## config.mk

```make
export PLATFORM = sky130hd
export DESIGN_NAME = packet_sequence_checker_core
export DESIGN_NICKNAME = d
export VERILOG_FILES = /design/src/psc_pkg.sv /design/src/packet_sequence_checker_core.sv /design/src/psc_front.sv /design/src/psc_queue.sv /design/src/psc_back.sv
export SDC_FILE = /design/constraint.sdc
export NUM_CORES = 2
export LEC_CHECK = 0
export BUFFER_PORTS_ARGS = -buffer_cell sky130_fd_sc_hd__buf_2
export CORE_UTILIZATION = 40
export DETAILED_ROUTE_END_ITERATION = 16
export PLACE_DENSITY_LB_ADDON = 0.3
export RECOVER_POWER = 100
export SYNTH_ARGS = -nofsm -noshare
export SYNTH_HDL_FRONTEND = slang
export SYNTH_SLANG_ARGS = --single-unit
```

## constraint.sdc

```tcl
create_clock -name i_clk -period 17.6 [get_ports i_clk]
set_clock_uncertainty 0.05 [all_clocks]
set_input_delay 0.88 -clock i_clk [delete_from_list [all_inputs] [get_ports i_clk]]
set_output_delay 0.88 -clock i_clk [all_outputs]
set_load 0.01 [all_outputs]
```

## src/psc_pkg.sv

```systemverilog
`default_nettype none
package psc_pkg;

    localparam logic [63:0] MAGIC_RESET = 64'hBADC0FFEE0DDF00D;
    localparam logic [15:0] MIN_HEADER_LEN = 16'd16;

    localparam int QDEPTH = 2;
    localparam int QPTR_W = (QDEPTH > 1) ? $clog2(QDEPTH) : 1;
    localparam int QCNT_W = $clog2(QDEPTH + 1);

    typedef enum logic [2:0] {
        V_IN_ORDER     = 3'd0,
        V_GAP          = 3'd1,
        V_OUT_OF_ORDER = 3'd2,
        V_BAD_MAGIC    = 3'd3,
        V_TOO_SHORT    = 3'd4
    } t_verdict;

    typedef enum logic [1:0] {
        C_VALID     = 2'd0,
        C_BAD_MAGIC = 2'd1,
        C_SHORT     = 2'd2
    } t_class;

    typedef struct packed {
        t_class      cls;
        logic [63:0] seq;
    } t_qentry;

    typedef struct packed {
        logic valid;
        logic ready;
    } t_hs;

endpackage
`default_nettype wire

```

## src/packet_sequence_checker_core.sv

```systemverilog
`default_nettype none
// Checks received packet headers for length, magic word and sequence order, one beat per
// clock cycle sustained: an accepted header is written into the queue and then popped into the
// result registers, and the length and magic compare in the front, the two-entry queue and the
// sequence compare and counter update in the back let a new header follow every
// cycle while the output register is drained. All counters are 64 bits and wrap; the counter
// outputs are the running totals including the packet of the current result beat. The magic
// register resets to 0xBADC0FFEE0DDF00D and should be written only while no header is in flight.
module packet_sequence_checker_core (
    input  wire logic        i_clk,
    input  wire logic        i_rst_n,
    input  wire logic        i_cfg_valid,
    output logic             o_cfg_ready,
    input  wire logic [63:0] i_cfg_data,
    input  wire logic        i_in_valid,
    output logic             o_in_ready,
    input  wire logic [15:0] i_packet_length,
    input  wire logic [63:0] i_magic_word,
    input  wire logic [63:0] i_sequence_number,
    output logic             o_out_valid,
    input  wire logic        i_out_ready,
    output logic [2:0]       o_verdict,
    output logic [63:0]      o_gap_amount,
    output logic [63:0]      o_received_count,
    output logic [63:0]      o_accepted_count,
    output logic [63:0]      o_lost_count,
    output logic [63:0]      o_reordered_count,
    output logic [63:0]      o_bad_magic_count,
    output logic [63:0]      o_short_count,
    output logic [63:0]      o_next_expected
);

    psc_pkg::t_hs     q_stat;
    psc_pkg::t_qentry push_entry;
    psc_pkg::t_qentry pop_entry;
    logic             push;
    logic             pop;

    assign o_cfg_ready = 1'b1;
    assign o_in_ready  = q_stat.ready;

    psc_front u_front (
        .i_clk             (i_clk),
        .i_rst_n           (i_rst_n),
        .i_cfg_valid       (i_cfg_valid),
        .i_cfg_data        (i_cfg_data),
        .i_in_valid        (i_in_valid),
        .i_packet_length   (i_packet_length),
        .i_magic_word      (i_magic_word),
        .i_sequence_number (i_sequence_number),
        .i_q_ready         (q_stat.ready),
        .o_push            (push),
        .o_entry           (push_entry)
    );

    psc_queue u_queue (
        .i_clk   (i_clk),
        .i_rst_n (i_rst_n),
        .i_push  (push),
        .i_entry (push_entry),
        .i_pop   (pop),
        .o_stat  (q_stat),
        .o_entry (pop_entry)
    );

    psc_back u_back (
        .i_clk             (i_clk),
        .i_rst_n           (i_rst_n),
        .i_q_stat          (q_stat),
        .i_entry           (pop_entry),
        .o_pop             (pop),
        .o_out_valid       (o_out_valid),
        .i_out_ready       (i_out_ready),
        .o_verdict         (o_verdict),
        .o_gap_amount      (o_gap_amount),
        .o_received_count  (o_received_count),
        .o_accepted_count  (o_accepted_count),
        .o_lost_count      (o_lost_count),
        .o_reordered_count (o_reordered_count),
        .o_bad_magic_count (o_bad_magic_count),
        .o_short_count     (o_short_count),
        .o_next_expected   (o_next_expected)
    );

endmodule
`default_nettype wire

```

## src/psc_front.sv

```systemverilog
`default_nettype none
module psc_front (
    input  wire logic            i_clk,
    input  wire logic            i_rst_n,
    input  wire logic            i_cfg_valid,
    input  wire logic [63:0]     i_cfg_data,
    input  wire logic            i_in_valid,
    input  wire logic [15:0]     i_packet_length,
    input  wire logic [63:0]     i_magic_word,
    input  wire logic [63:0]     i_sequence_number,
    input  wire logic            i_q_ready,
    output logic                 o_push,
    output psc_pkg::t_qentry     o_entry
);

    logic [63:0] r_magic;

    always_ff @(posedge i_clk) begin
        if (!i_rst_n) begin
            r_magic <= psc_pkg::MAGIC_RESET;
        end else if (i_cfg_valid) begin
            r_magic <= i_cfg_data;
        end
    end

    always_comb begin
        o_push = i_in_valid & i_q_ready;
        o_entry.seq = i_sequence_number;
        if (i_packet_length < psc_pkg::MIN_HEADER_LEN) begin
            o_entry.cls = psc_pkg::C_SHORT;
        end else if (i_magic_word != r_magic) begin
            o_entry.cls = psc_pkg::C_BAD_MAGIC;
        end else begin
            o_entry.cls = psc_pkg::C_VALID;
        end
    end

endmodule
`default_nettype wire

```

## src/psc_queue.sv

```systemverilog
`default_nettype none
module psc_queue (
    input  wire logic             i_clk,
    input  wire logic             i_rst_n,
    input  wire logic             i_push,
    input  wire psc_pkg::t_qentry i_entry,
    input  wire logic             i_pop,
    output psc_pkg::t_hs          o_stat,
    output psc_pkg::t_qentry      o_entry
);

    psc_pkg::t_qentry                r_mem [psc_pkg::QDEPTH];
    logic [psc_pkg::QPTR_W-1:0]      r_wr_ptr;
    logic [psc_pkg::QPTR_W-1:0]      r_rd_ptr;
    logic [psc_pkg::QCNT_W-1:0]      r_count;

    localparam logic [psc_pkg::QPTR_W-1:0] LAST = psc_pkg::QPTR_W'(psc_pkg::QDEPTH - 1);
    localparam logic [psc_pkg::QCNT_W-1:0] FULL = psc_pkg::QCNT_W'(psc_pkg::QDEPTH);

    always_comb begin
        o_stat.valid = (r_count != '0);
        o_stat.ready = (r_count != FULL);
        o_entry      = r_mem[r_rd_ptr];
    end

    always_ff @(posedge i_clk) begin
        if (i_push) begin
            r_mem[r_wr_ptr] <= i_entry;
        end
    end

    always_ff @(posedge i_clk) begin
        if (!i_rst_n) begin
            r_wr_ptr <= '0;
            r_rd_ptr <= '0;
            r_count  <= '0;
        end else begin
            if (i_push) begin
                r_wr_ptr <= (r_wr_ptr == LAST) ? '0 : r_wr_ptr + 1'b1;
            end
            if (i_pop) begin
                r_rd_ptr <= (r_rd_ptr == LAST) ? '0 : r_rd_ptr + 1'b1;
            end
            case ({i_push, i_pop})
                2'b10:   r_count <= r_count + 1'b1;
                2'b01:   r_count <= r_count - 1'b1;
                default: r_count <= r_count;
            endcase
        end
    end

endmodule
`default_nettype wire

```

## src/psc_back.sv

```systemverilog
`default_nettype none
module psc_back (
    input  wire logic             i_clk,
    input  wire logic             i_rst_n,
    input  wire psc_pkg::t_hs     i_q_stat,
    input  wire psc_pkg::t_qentry i_entry,
    output logic                  o_pop,
    output logic                  o_out_valid,
    input  wire logic             i_out_ready,
    output logic [2:0]            o_verdict,
    output logic [63:0]           o_gap_amount,
    output logic [63:0]           o_received_count,
    output logic [63:0]           o_accepted_count,
    output logic [63:0]           o_lost_count,
    output logic [63:0]           o_reordered_count,
    output logic [63:0]           o_bad_magic_count,
    output logic [63:0]           o_short_count,
    output logic [63:0]           o_next_expected
);

    logic              r_out_valid;
    psc_pkg::t_verdict r_verdict;
    logic [63:0]       r_gap;
    logic              r_seen;
    logic [63:0]       r_expected;
    logic [63:0]       r_rx;
    logic [63:0]       r_ok;
    logic [63:0]       r_lost;
    logic [63:0]       r_ooo;
    logic [63:0]       r_bad;
    logic [63:0]       r_short;

    psc_pkg::t_verdict n_verdict;
    logic [63:0]       n_gap;
    logic [63:0]       exp_eff;
    logic [64:0]       diff;
    logic              seq_eq;
    logic              seq_gt;

    always_comb begin
        o_pop   = i_q_stat.valid & (~r_out_valid | i_out_ready);
        exp_eff = r_seen ? r_expected : i_entry.seq;
        diff    = {1'b0, i_entry.seq} - {1'b0, exp_eff};
        seq_eq  = (diff[63:0] == 64'd0);
        seq_gt  = ~diff[64] & ~seq_eq;
        n_gap   = 64'd0;
        case (i_entry.cls)
            psc_pkg::C_SHORT:     n_verdict = psc_pkg::V_TOO_SHORT;
            psc_pkg::C_BAD_MAGIC: n_verdict = psc_pkg::V_BAD_MAGIC;
            psc_pkg::C_VALID: begin
                if (seq_eq) begin
                    n_verdict = psc_pkg::V_IN_ORDER;
                end else if (seq_gt) begin
                    n_verdict = psc_pkg::V_GAP;
                    n_gap     = diff[63:0];
                end else begin
                    n_verdict = psc_pkg::V_OUT_OF_ORDER;
                end
            end
            default:              n_verdict = psc_pkg::V_TOO_SHORT;
        endcase
    end

    always_ff @(posedge i_clk) begin
        if (o_pop) begin
            r_verdict <= n_verdict;
            r_gap     <= n_gap;
        end
    end

    always_ff @(posedge i_clk) begin
        if (!i_rst_n) begin
            r_out_valid <= 1'b0;
            r_seen      <= 1'b0;
            r_expected  <= '0;
            r_rx        <= '0;
            r_ok        <= '0;
            r_lost      <= '0;
            r_ooo       <= '0;
            r_bad       <= '0;
            r_short     <= '0;
        end else begin
            if (o_pop) begin
                r_out_valid <= 1'b1;
            end else if (i_out_ready) begin
                r_out_valid <= 1'b0;
            end
            if (o_pop) begin
                r_rx <= r_rx + 64'd1;
                case (n_verdict)
                    psc_pkg::V_IN_ORDER: begin
                        r_ok       <= r_ok + 64'd1;
                        r_expected <= i_entry.seq + 64'd1;
                        r_seen     <= 1'b1;
                    end
                    psc_pkg::V_GAP: begin
                        r_ok       <= r_ok + 64'd1;
                        r_lost     <= r_lost + n_gap;
                        r_expected <= i_entry.seq + 64'd1;
                        r_seen     <= 1'b1;
                    end
                    psc_pkg::V_OUT_OF_ORDER: r_ooo   <= r_ooo + 64'd1;
                    psc_pkg::V_BAD_MAGIC:    r_bad   <= r_bad + 64'd1;
                    psc_pkg::V_TOO_SHORT:    r_short <= r_short + 64'd1;
                    default:                 r_short <= r_short;
                endcase
            end
        end
    end

    always_comb begin
        o_out_valid       = r_out_valid;
        o_verdict         = r_verdict;
        o_gap_amount      = r_gap;
        o_received_count  = r_rx;
        o_accepted_count  = r_ok;
        o_lost_count      = r_lost;
        o_reordered_count = r_ooo;
        o_bad_magic_count = r_bad;
        o_short_count     = r_short;
        o_next_expected   = r_expected;
    end

endmodule
`default_nettype wire

```

==> flow_summary.yaml <==
route:
  vias: 34800
  wl_um: 127000
  wire_per_inst_um: 20.0
  via_per_inst: 5.45
  drc: 0
  drtIter0Drc: 2275
  ant_nets: 0
  dr.pass1.iters: 5
global_route:
  grt_pass1_wl_um: 189000
  grt_usage: 0.245
  grt_max_degree: 168
  gr-total-overflow: 0
  grt_pass1_vias: 31700
  grt_antenna_before_repair: 18
synthesis:
  synth_top_area_frac: 0.266
  syn_nets: 4718
  synthDistinctLibCells: 92
  mappedNetlistArea_um2: 39100
  synthArstFlopShare: 0
  synth_top_cells_by_area: "dfxtp_1 27%, edfxtp_1 15%, xor2_1 5.6%"
  ys_ff_latch: 718
  synthFlopType: "dfxtp_1"
  ys_warn_count: 0
  post-synth-top-count-cell: "dfxtp_1"
  synth_seq_area_share: 0.419
  yosys.area.top_type: "dfxtp_1"
  syn_inst: 4368
  synth_edf_count: 199
  synthTopCellsByCount: "519 x dfxtp_1, 486 x nand2_1, 453 x nor2_1, 333 x a21oi_1, 248 x xor2_1"
  syn_avg_cell_area_um2: 8.95
run:
  max-cap-violations: 17
placed_design:
  place_hpwl_um: 97400
  gp_congestion: 0.936
  dp_cells: 6213
  dpl_cell_area_um2: 43800
  place_ws_ns: 6.23
  io_buffer_count: 725
clock_tree:
  cts_tree: "done"
  root_buffer: "clkbuf_16"
  htreeDepth: 3
  postCtsSetupBuffers: 0
  cts_resized: 0
  clk_pin_slew_worst_paths_ns: 0.06
  cts_made_buffers: 82
  cts_buffer_depth: 3
  insertion_delay_ns: 0.67
  hold_buffers: 0
  cts_sinks: 718
worst_setup_path:
  timing.critical_path.slowest_cell_delay_ns: 2.04
  critical_path_class: "register to register"
  cp_slowest_cell: "clkbuf_1"
  startpoint_type: "register"
  required_ns: 18.11
  critPathMaxFanout: 50
  end_kind: "register"
  rrSetupSlack_ns: 4.02
  critPathBufInv: 4
  cpLargestDelayFamily: "compound AO/OA/AOI/OAI gates"
  worst_path_most_repeated_cell: "a21oi_1"
  cp_data_arrival_time_ns: 14.08
sta:
  tightestPinTransition_ns: 5.37
  fin_setup_tns_ns: 0
  fin_crit_ns: 13.58
  slew-limit-headroom: -2.60
  setup_ws_ns: 4.02
  slew_viol_final: 1018
  clock.fmax_ghz: 0.0737
  rsz0062_at_grt: "false"
  fin_crit_sh: 0.771
  setup-violations-final: 0
  hold_viol: 0
floorplan:
  start_util: 0.404
  fp.dieW_um: 315
  die_area_um2: 99000
  core_area_um2: 96700
  rows: 114
  ios: 731
  die_h_um: 315
run_status:
  status: "finished, violations left"
  violations: "capacitance limit, slew limit"
finish:
  seq_area_um2: 16400
  nets: 5371
  multi_input_area_um2: 21600
  fillCellCount: 9637
  finalNonFillerCells: 6371
  stdcell_area_um2: 45800
  syn_to_final_growth_pct: 17.2
  drive_gt1_frac: 0.0829
power:
  power-per-cell-area_nw_per_um2: 134
  p_leak_nw: 17.3
  totalPowerFinal_w: 0.00616
  vdd_drop_max_mv: 0.0685
min_path:
  hp-start: "i_sequence_number[59]"
  hold_class: "input pin to register"
## per-stage QoR
step                      hold WS [ns]   util
after detailed placement         0.411  0.453
after global routing             0.338  0.474
after floorplan                  0.413      -
after CTS                        0.304  0.482
final                            0.361  0.474
after global placement           0.403  0.453
## kinds of logic (layout without fill, tap and decap cells)
logic type	after synthesis	after routing	synth area share
compound gates	876	876	0.142
xor+xnor	400	400	0.0896
fa+ha+maj	137	137	0.0442
buf+inv	270	990	0.0277
flops	718	718	0.419
mux	252	252	0.0661
other cells	1	8	0.0000959
simple gates	1714	1714	0.211
## registers in the layout, indices dropped and copies added (netlist names), named ones only
register / flops
u_queue.r_wr_ptr: 1
u_back.o_lost_count: 64
u_front.r_magic: 64
u_back.o_next_expected: 64
u_back.o_accepted_count: 64
u_back.o_out_valid: 1
u_back.o_bad_magic_count: 64
u_back.o_received_count: 64
u_back.r_seen: 1
u_back.o_verdict: 3
u_queue.r_rd_ptr: 1
u_queue.r_mem: 132
u_back.o_short_count: 64
u_back.o_reordered_count: 64
u_queue.r_count: 2
u_back.o_gap_amount: 64
## layout by cell type (no fill, tap or decap), drive strengths merged, types with 43 or more instances in the layout
master / n
xor2: 248
mux2i: 203
and2: 64
nor4: 50
nand3: 158
o21ai: 185
nand4: 93
or3: 111
and3: 87
nor3: 68
inv: 92
edfxtp: 199
o21a: 43
ha: 135
a21o: 94
nand2: 488
dfxtp: 519
mux2: 49
clkbuf: 674
a21oi: 334
buf: 182
nor2: 453
xnor2: 152
## final timing paths
kind / cells after the start / to
worst max-delay path: 34 / u_back.o_lost_count[62]
worst min-delay path: 1 / u_queue.r_mem[1][59]
worst max register to register: 34 / u_back.o_lost_count[62]
worst min register to register: 2 / u_back.o_next_expected[39]
## area by class of cell
class / instances / area share
diodes: 7 / 0.000382
clock buffers: 105 / 0.0493
clock inverters: 46 / 0.0116
inverters: 88 / 0.00726
multi-input cells: 3380 / 0.472
flip-flops and latches: 718 / 0.357
well taps: 1276 / 0.0348
repair buffers: 751 / 0.0670
## where the power goes
group / internal (W) / leakage [nW] / switching, W
combinational: 0.000823 / 9.87 / 0.00161
sequential: 0.00189 / 6.08 / 0.0000701
clock: 0.00103 / 1.37 / 0.000734
total: 0.00375 / 17.3 / 0.00241
## metal layers
metal	vias up	part of all wire	track usage
met3	288	0.057	0.0439
met2	1044	0.45	0.389
met5	-	0.00018	0
li1	17000	-	-
met4	4	0.059	0.133
met1	16400	0.44	0.314
No activity file was read; power rests on OpenSTA's default activity.
